===== config.mk =====
export PLATFORM = sky130hd
export DESIGN_NAME = random_walk_modulator_top
export DESIGN_NICKNAME = d
export VERILOG_FILES = /design/src/rtl/rwm_pkg.sv /design/src/rtl/rwm_ctrl.sv /design/src/rtl/rwm_datapath.sv /design/src/rtl/random_walk_modulator_top.sv
export SDC_FILE = /design/constraint.sdc
export NUM_CORES = 2
export LEC_CHECK = 0
export ABC_AREA = 0
export CORE_MARGIN = 4
export CORE_UTILIZATION = 67
export CTS_CLUSTER_SIZE = 25
export DETAILED_ROUTE_END_ITERATION = 8
export DONT_BUFFER_PORTS = 1
export PLACE_DENSITY = 0.83
export SYNTH_ARGS = -nofsm -noshare
export SYNTH_HDL_FRONTEND = slang
export SYNTH_SLANG_ARGS = --single-unit

===== constraint.sdc =====
create_clock -name aclk -period 9.1 [get_ports aclk]
set_input_delay 1.82 -clock aclk [delete_from_list [all_inputs] [get_ports aclk]]
set_output_delay 1.82 -clock aclk [all_outputs]
set_load 0.01 [all_outputs]

===== src/rtl/rwm_pkg.sv =====
// Shared types and constants for the random walk modulator.
// No dependencies; imported by rwm_ctrl, rwm_datapath and the top level.
package rwm_pkg;

    localparam logic [31:0] LCG_MUL     = 32'd1664525;
    localparam logic [31:0] LCG_ADD     = 32'd1013904223;
    localparam logic signed [31:0] SCALE_Q31 = 32'sd644245120;
    localparam logic signed [31:0] POS_LIMIT = 32'sd1717986944;
    localparam logic signed [31:0] NEG_LIMIT = -32'sd1717986944;

    localparam logic [31:0] SEED_RESET = 32'd1;
    localparam logic [30:0] STEP_RESET = 31'd2147483;

    // register byte-address bit that picks a register
    localparam logic REG_SEED = 1'b0;
    localparam logic REG_STEP = 1'b1;

    typedef struct packed {
        logic load;     // capture an input beat
        logic reload;   // restart: state from seed, levels to zero
        logic measure;  // form distance, compare with step
        logic move;     // move current level one step
        logic lcg;      // snap to target, advance generator
        logic scale;    // scale generator output
        logic target;   // form new target
        logic push;     // load output register
    } rwm_cmd_t;

    typedef struct packed {
        logic restart;  // captured beat asks for restart
        logic reach;    // target within one step
        logic out_free; // output register can take a beat
    } rwm_stat_t;

endpackage


===== src/rtl/rwm_ctrl.sv =====
// Sequencer for the random walk modulator.
// Depends on rwm_pkg for the command and status structs.
module rwm_ctrl (
    input  logic               aclk,
    input  logic               aresetn,
    input  logic               s_tvalid,
    output logic               s_tready,
    input  rwm_pkg::rwm_stat_t stat,
    output rwm_pkg::rwm_cmd_t  cmd
);
    import rwm_pkg::*;

    typedef enum logic [2:0] {
        ST_IDLE,
        ST_DECIDE,
        ST_BRANCH,
        ST_SCALE,
        ST_TARGET,
        ST_PUSH
    } state_t;

    state_t state_reg, state_next;

    assign s_tready = (state_reg == ST_IDLE);

    always_comb begin
        cmd        = '0;
        state_next = state_reg;
        unique case (state_reg)
            ST_IDLE: begin
                if (s_tvalid) begin
                    cmd.load   = 1'b1;
                    state_next = ST_DECIDE;
                end
            end
            ST_DECIDE: begin
                if (stat.restart) begin
                    cmd.reload = 1'b1;
                    state_next = ST_PUSH;
                end else begin
                    cmd.measure = 1'b1;
                    state_next  = ST_BRANCH;
                end
            end
            ST_BRANCH: begin
                if (stat.reach) begin
                    cmd.lcg    = 1'b1;
                    state_next = ST_SCALE;
                end else begin
                    cmd.move   = 1'b1;
                    state_next = ST_PUSH;
                end
            end
            ST_SCALE: begin
                cmd.scale  = 1'b1;
                state_next = ST_TARGET;
            end
            ST_TARGET: begin
                cmd.target = 1'b1;
                state_next = ST_PUSH;
            end
            ST_PUSH: begin
                // hold until the previous beat has left the output register
                if (stat.out_free) begin
                    cmd.push   = 1'b1;
                    state_next = ST_IDLE;
                end
            end
            default: state_next = ST_IDLE;
        endcase
    end

    always_ff @(posedge aclk) begin
        if (!aresetn) begin
            state_reg <= ST_IDLE;
        end else begin
            state_reg <= state_next;
        end
    end

endmodule


===== src/rtl/rwm_datapath.sv =====
// Level, target and generator registers with their arithmetic, plus the output register.
// Depends on rwm_pkg; driven by commands from rwm_ctrl.
module rwm_datapath (
    input  logic               aclk,
    input  logic               aresetn,
    input  rwm_pkg::rwm_cmd_t  cmd,
    output rwm_pkg::rwm_stat_t stat,
    input  logic               in_restart,
    input  logic [31:0]        seed_value,
    input  logic [30:0]        step_incr,
    input  logic               m_tready,
    output logic               m_tvalid,
    output logic [31:0]        m_tdata,
    output logic               m_tuser
);
    import rwm_pkg::*;

    localparam logic signed [31:0] Q31_MAX = 32'sh7FFF_FFFF;
    localparam logic signed [31:0] Q31_MIN = 32'sh8000_0000;

    function automatic logic signed [31:0] sat33(input logic signed [32:0] v);
        if (v > 33'sh0_7FFF_FFFF) begin
            return Q31_MAX;
        end else if (v < 33'sh1_8000_0000) begin
            return Q31_MIN;
        end else begin
            return v[31:0];
        end
    endfunction

    logic [31:0]        rng_reg;
    logic signed [31:0] cur_reg;
    logic signed [31:0] tgt_reg;
    logic               restart_reg;
    logic               reach_reg;
    logic               pos_reg;
    logic signed [63:0] prod_reg;
    logic               m_tvalid_reg;
    logic [31:0]        m_tdata_reg;
    logic               m_tuser_reg;

    logic signed [31:0] dist_w;
    logic signed [32:0] dist_cmp_w;
    logic signed [32:0] step_w;
    logic               reach_w;
    logic signed [31:0] moved_w;
    logic [31:0]        lcg_w;
    logic signed [31:0] off_w;
    logic signed [31:0] sum_w;
    logic signed [31:0] clamp_w;

    always_comb begin
        step_w = $signed({2'b00, step_incr});
        dist_w = sat33($signed({tgt_reg[31], tgt_reg}) - $signed({cur_reg[31], cur_reg}));
        // most negative distance saturates in magnitude: compare as one above it
        dist_cmp_w = (dist_w == Q31_MIN) ? $signed({1'b1, Q31_MIN + 32'sd1})
                                         : $signed({dist_w[31], dist_w});
        reach_w = (dist_cmp_w <= step_w) && (dist_cmp_w >= -step_w);

        if (pos_reg) begin
            moved_w = sat33($signed({cur_reg[31], cur_reg}) + step_w);
        end else begin
            moved_w = sat33($signed({cur_reg[31], cur_reg}) - step_w);
        end

        lcg_w = rng_reg * LCG_MUL + LCG_ADD;

        off_w = prod_reg[62:31];
        sum_w = sat33($signed({cur_reg[31], cur_reg}) + $signed({off_w[31], off_w}));
        priority if (sum_w > POS_LIMIT) begin
            clamp_w = POS_LIMIT;
        end else if (sum_w < NEG_LIMIT) begin
            clamp_w = NEG_LIMIT;
        end else begin
            clamp_w = sum_w;
        end
    end

    always_ff @(posedge aclk) begin
        if (!aresetn) begin
            rng_reg      <= SEED_RESET;
            cur_reg      <= '0;
            tgt_reg      <= '0;
            m_tvalid_reg <= 1'b0;
        end else begin
            if (cmd.reload) begin
                rng_reg <= seed_value;
                cur_reg <= '0;
                tgt_reg <= '0;
            end
            if (cmd.move) begin
                cur_reg <= moved_w;
            end
            if (cmd.lcg) begin
                cur_reg <= tgt_reg;
                rng_reg <= lcg_w;
            end
            if (cmd.target) begin
                tgt_reg <= clamp_w;
            end
            if (cmd.push) begin
                m_tvalid_reg <= 1'b1;
            end else if (m_tready) begin
                m_tvalid_reg <= 1'b0;
            end
        end
    end

    always_ff @(posedge aclk) begin
        if (cmd.load) begin
            restart_reg <= in_restart;
        end
        if (cmd.reload) begin
            reach_reg <= 1'b0;
        end
        if (cmd.measure) begin
            reach_reg <= reach_w;
            pos_reg   <= (dist_w > 32'sd0);
        end
        if (cmd.scale) begin
            prod_reg <= $signed(rng_reg) * SCALE_Q31;
        end
        if (cmd.push) begin
            m_tdata_reg <= cur_reg;
            m_tuser_reg <= reach_reg;
        end
    end

    assign stat.restart  = restart_reg;
    assign stat.reach    = reach_reg;
    assign stat.out_free = !m_tvalid_reg || m_tready;

    assign m_tvalid = m_tvalid_reg;
    assign m_tdata  = m_tdata_reg;
    assign m_tuser  = m_tuser_reg;

endmodule


===== src/rtl/random_walk_modulator_top.sv =====
// Top level of the random walk modulator: register port, sequencer and datapath.
// Depends on rwm_pkg, rwm_ctrl and rwm_datapath.
//
// Q31 random-walk modulation source. Each input beat is one tick (or a restart,
// which reloads the generator from seed_value and zeroes the level and target)
// and yields one output beat carrying the level after that tick and a flag that
// is set when a new target was drawn. Beats are handled one at a time by the
// sequencer in rwm_ctrl: after acceptance a restart passes through DECIDE and
// PUSH, a step toward the target through DECIDE, BRANCH and PUSH, and a tick
// that draws a new target also through SCALE and TARGET, BRANCH advancing the
// generator and SCALE holding the dependent scaling multiply. The next input
// beat is accepted once the sequencer is back in IDLE; a result still waiting
// in a full output register holds the sequencer until the downstream side
// takes it. A finished beat waits in the output register, so the next input
// beat is accepted while the previous result is still pending. seed_value is
// used only at the next restart; the step register applies from the next tick.
module random_walk_modulator_top (
    input  logic        aclk,
    input  logic        aresetn,
    // input stream
    input  logic        s_tvalid,
    output logic        s_tready,
    input  logic [7:0]  s_tdata,   // [0] restart, [7:1] zero
    // output stream
    output logic        m_tvalid,
    input  logic        m_tready,
    output logic [31:0] m_tdata,   // [31:0] mod_value
    output logic        m_tuser,   // [0] new_target
    // register port
    input  logic        psel,
    input  logic        penable,
    input  logic        pwrite,
    input  logic [2:0]  paddr,
    input  logic [31:0] pwdata,
    output logic [31:0] prdata,
    output logic        pready
);
    import rwm_pkg::*;

    logic [31:0] seed_reg;
    logic [30:0] step_reg;
    logic        wr_en;
    rwm_cmd_t    cmd;
    rwm_stat_t   stat;

    assign pready = 1'b1;
    assign wr_en  = psel && penable && pwrite && pready;

    always_ff @(posedge aclk) begin
        if (!aresetn) begin
            seed_reg <= SEED_RESET;
            step_reg <= STEP_RESET;
        end else if (wr_en) begin
            unique case (paddr[2])
                REG_SEED: seed_reg <= pwdata;
                REG_STEP: step_reg <= pwdata[30:0];
                default:  ;
            endcase
        end
    end

    always_comb begin
        unique case (paddr[2])
            REG_SEED: prdata = seed_reg;
            REG_STEP: prdata = {1'b0, step_reg};
            default:  prdata = '0;
        endcase
    end

    rwm_ctrl u_ctrl (
        .aclk     (aclk),
        .aresetn  (aresetn),
        .s_tvalid (s_tvalid),
        .s_tready (s_tready),
        .stat     (stat),
        .cmd      (cmd)
    );

    rwm_datapath u_datapath (
        .aclk       (aclk),
        .aresetn    (aresetn),
        .cmd        (cmd),
        .stat       (stat),
        .in_restart (s_tdata[0]),
        .seed_value (seed_reg),
        .step_incr  (step_reg),
        .m_tready   (m_tready),
        .m_tvalid   (m_tvalid),
        .m_tdata    (m_tdata),
        .m_tuser    (m_tuser)
    );

endmodule

After elaboration in Yosys (flattened, before gate mapping)
Cells that the tools add are included.

cells by class
  mux-type cells = 40
  $mul = 2
  order comparisons = 13
  reduce and logical (&&, ||, !) cells = 14
  bitwise operators = 1
  $add $sub $neg = 6
  equal/unequal tests = 8

operators by type and width
  operator                                                                        number
  32-bit two-way mux                                                              17
  33-bit by 32-bit > comparator with 1-bit output, second input constant          4
  33-bit by 32-bit less-than comparator with 1-bit output, second input constant  4
  32-bit by 32-bit adder with 33-bit output                                       2
  32-bit by 32-bit subtractor with 33-bit output                                  2
  32-bit case mux with 2 select lines                                             1
  32-bit by 24-bit multiplier with 56-bit output, second input constant           1
  33-bit greater-or-equal comparator                                              1
  33-bit by 32-bit less-or-equal comparator with 1-bit output                     1
  33-bit two-way mux                                                              1
  31-bit negator with 33-bit output                                               1
  32-bit by 30-bit adder with 32-bit output, second input constant                1
  32-bit equality test, second input constant                                     1
  32-bit by 1-bit > comparator with 1-bit output, second input constant           1
  32-bit > comparator, second input constant                                      1
  32-bit less-than comparator, second input constant                              1
  32-bit by 21-bit multiplier with 32-bit output, second input constant           1
  3-bit case mux with 6 select lines                                              1
  1-bit two-way mux                                                               14
  3-bit two-way mux                                                               4
  2-bit nonzero test                                                              4
  3-bit by 2-bit equality test with 1-bit output, second input constant           2
  3-bit equality test, second input constant                                      2
  2-bit AND reduction                                                             3
  other kinds (9)                                                                 13

storage, ports and cells
  register bits after elaboration = 255
  output and inout port bits = 68
  logic and storage cells = 97
  input port bits = 50

Depth between registers and ports, before layout
  depth after elaboration = 9
  gate-level depth with buffers = 27
  mapped depth without buffers = 27

Cells and area by module
Synthesis repeated with hierarchy kept, for this count alone.

second synthesis, totals
  cells, all modules = 4407
  area total of the unflattened synthesis = 39001.2 um2

modules (own cells, without submodules)
  module                     seq. area each (um2)  area each (um2)  instances  cells each
  rwm_datapath               3983.8                35875.7          1          4090
  random_walk_modulator_top  1261.2                2880.3           1          289
  rwm_ctrl                   60.1                  245.2            1          28

Least setup slack after synthesis
No wires, ideal clock.

  path type = reg2reg
  from = register u_datapath.rng_reg[31]
  to = register u_datapath.prod_reg[59] (data pin)
  arrival = 6431 ps
  stages on the path, launching flop included = 21
  clock period less this slack = 6693 ps
  required time = 8838 ps
  library setup time = 262 ps
  setup slack = 2407 ps
  buffers on the path = 0
  cell sequence = dfxtp_1 -> ha_1 -> ha_1 -> fa_1 -> inv_1 -> fa_1 -> fa_1 -> fa_1 -> fa_1 -> inv_1 -> ha_1 -> nand4_1 -> a211oi_1 -> o21ai_0 -> nand3_1 -> nand4_1 -> or2_2 -> a311oi_1 -> a31oi_1 -> o21bai_1 -> xor2_1

between the ends
  cells in the longest elaborated chain, start to end = 1

ends and longest elaborated chain
  what                                            line                 RTL
  start, declared                                 rwm_datapath.sv:31   logic [31:0] rng_reg;
  start signal, assigned                          rwm_datapath.sv:87   rng_reg <= seed_value;
  start signal, assigned                          rwm_datapath.sv:96   rng_reg <= lcg_w;
  32-bit by 24-bit multiplier with 56-bit output  rwm_datapath.sv:121  prod_reg <= $signed(rng_reg) * SCALE_Q31;
  end signal, assigned                            rwm_datapath.sv:121
  end, declared                                   rwm_datapath.sv:37   logic signed [63:0] prod_reg;

Every way passes these cells.
A chain may end at the register's enable or synchronous reset.

Final worst setup path
  from = register u_datapath.rng_reg[16]
  to = register u_datapath.prod_reg[62] (data pin)

Same word-level chain as after synthesis.

==> out/metrics.cfg <==
[floorplanning]
fp.dieW_um=247
initial_core_util=0.679
coreArea_um2=56500
die_y_um=247
rows=87
die_area_um2=61200
ios=118

[critical_path]
slowest_delay_ps=680
crit_fanout=7
cp.required_ps=9410
cp.depth=22
worst_setup_path_end_kind=flip-flop
cp_top_family=adder cells
rr_worst_depth=22
worst-path-buf-inv=4
worstPathArrival_ps=8250
start_kind=flip-flop
crit_top_cell=fa_1
worstPathCellList=ha_1 > inv_1 > fa_1 > inv_1 > fa_1 > inv_1 > fa_1 > fa_1 > fa_1 > fa_1 > inv_1 > ha_1 > a2111oi_0 > nand3_1 > o21ai_0 > nand3_1 > a31oi_1 > a31oi_1 > a211oi_1 > o21bai_1 > a21oi_1 > xor2_1
critical_path_class=flip-flop to flip-flop
slowest_stage=a2111oi_0

[clock_tree]
ctsHoldBuffers=0
htreeDepth=1
clk_pin_slew_ps=70
numCtsBuffers=25
clock_latency_ps=580
cts_tree=built
cts_buffer_depth=3
cts_resized=0
root_buffer=clkbuf_16
post_cts_buffers=0
clock_sinks=231

[detailed_routing]
firstDrtPassIters=6
num_vias=32100
ant_nets=0
drc_errors=0
post_drt_wl_per_cell_um=24.2
drt_wl_total_um=121000
vias_per_cell=6.40
drt_iter0_drc=2800

[power_and_ir_drop]
finalPower_mw=5.79
p_leak_nw=19.2
vdd_drop_max_uv=167
power_density_nw_per_um2=145

[global_route]
overflow=0
grt_pass1_vias=32200
antenna_found_initial=5
grt_usage=0.395
grt_max_degree=87
grt_first_pass_wirelength_um=186000

[logic_synthesis]
syn_area_um2=38400
synthArstFlopShare=0
ys_seq_area_frac=0.138
synthFlopType=dfxtp_1
synth_top_area_frac=0.245
synthCells=4303
yosys.area.top_type=fa_1
postSynthAreaPerCell_um2=8.92
ys_top_cells_by_area=fa_1 (24%), ha_1 (19%), dfxtp_1 (8.5%), inv_1 (7.8%), edfxtp_1 (5.3%)
ys_warn_count=0
synth_fp_nets=5397
synth_edf_count=68
ys_seq_elements=231
synth_cell_types=102

[job]
drv_cap=0

[sta]
fin_setup_tns_ps=0
fin_skew_ps=27.7
max_freq_mhz=126
rsz0062_at_grt=false
layout_setup_ws_ps=1170
finalCritPeriodShare=0.872
maxSlewViolCount=0
whs_ps=498
setup_viol=0
worstMarginPinSlew_ps=1240
finalHoldViolations=0
relSlewSlack=0.171
period_minus_slack_ps=7930

[place]
pre_cts_slack_ps=1180
dpl.hpwl_um=101000
port_buffers=0
place.gp.congestion=1.06

[run_status]
outcome=completed

[final_layout]
area_growth_pct=4.04
multiInputGateArea_um2=29600
regArea_um2=5310
fin_nets=5331
layout-drive-gt1-share=0.0406
nFillCells=4284
fin_util=0.707

[min_path]
hold_class=flip-flop to flip-flop
hold_depth=2

## where the power goes
part | switching, mW | internal (mW)
Sequential | 0.0863 | 1.11
Combinational | 2.16 | 1.38
Clock | 0.473 | 0.591
## area by class of cell
class	count	share of cell area
Multi-Input combinational cell	3146	0.741
Antenna cell	2	0.000125
Sequential cell	231	0.133
Clock inverter	9	0.00241
Timing Repair Buffer	36	0.00677
Inverter	797	0.0750
Tap cell	756	0.0237
Clock buffer	37	0.0183
## Yosys cell counts (60+ instances only)
library cell and count:
a21oi_1 268, clkbuf_1 103, xnor2_1 160, o21ai_0 151, a21o_1 88, nor2_1 204, nand3_1 60, edfxtp_1 68
fa_1 469, ha_1 575, dfxtp_1 163, nand2_1 348, inv_1 797
## cells by family after synthesis
family / count (synthesis) / share of synthesized area
AO/OA/AOI/OAI: 911 / 0.159
multiplexers: 44 / 0.0125
flip-flops: 231 / 0.138
XOR/XNOR: 213 / 0.0486
other: 1 / 0.0000977
AND/OR/NAND/NOR: 907 / 0.111
adder cells (fa/ha/maj): 1070 / 0.439
buffers and inverters: 926 / 0.0918
## per-stage QoR
stage	cells	instance area, um2
5_1_grt	5013	39900
2_1_floorplan	4303	38400
4_1_cts	5012	39900
6_report	5014	39900
3_5_place_dp	4966	39100
3_3_place_gp	4966	39100
## placed cells by master, fill, tap and decap left out, drive strengths merged, types with 20 or more instances in the layout
cell type,instances
inv,801
ha,575
fa,469
nand2,349
a21oi,269
nor2,204
o21ai,164
dfxtp,163
xnor2,160
a21o,88
edfxtp,68
nand3,60
nor3,53
xor2,53
o211ai,40
o21a,38
clkbuf,37
buf,36
a211oi,36
nand2b,35
nand4,34
a32o,33
a31oi,33
mux2,32
nor2b,27
and3,27
maj3,26
o21bai,25
nor4,24
a221oi,21
or3,20
or2,20
## final timing paths
path / slack, ps / from / endpoint
hold / removal: 500 / seed_reg[29] / seed_reg[29]
setup / recovery: 1170 / u_datapath.rng_reg[16] / u_datapath.prod_reg[62]
hold reg to reg: 500 / seed_reg[29] / seed_reg[29]
setup reg to reg: 1170 / u_datapath.rng_reg[16] / u_datapath.prod_reg[62]
## routing by layer
layer	up-vias	track usage	share of wire
li1	14400	-	-
met1	15400	0.498	0.37
met2	1745	0.630	0.45
met3	495	0.0936	0.11
met4	2	0.220	0.070
met5	-	0	0.000099
## tightest hold or removal path: stages, from the launching register on
cell and delay, ps:
dfxtp_1 330, nand2_1 70, a21oi_1 60
Power figures use the tool's default switching activity.
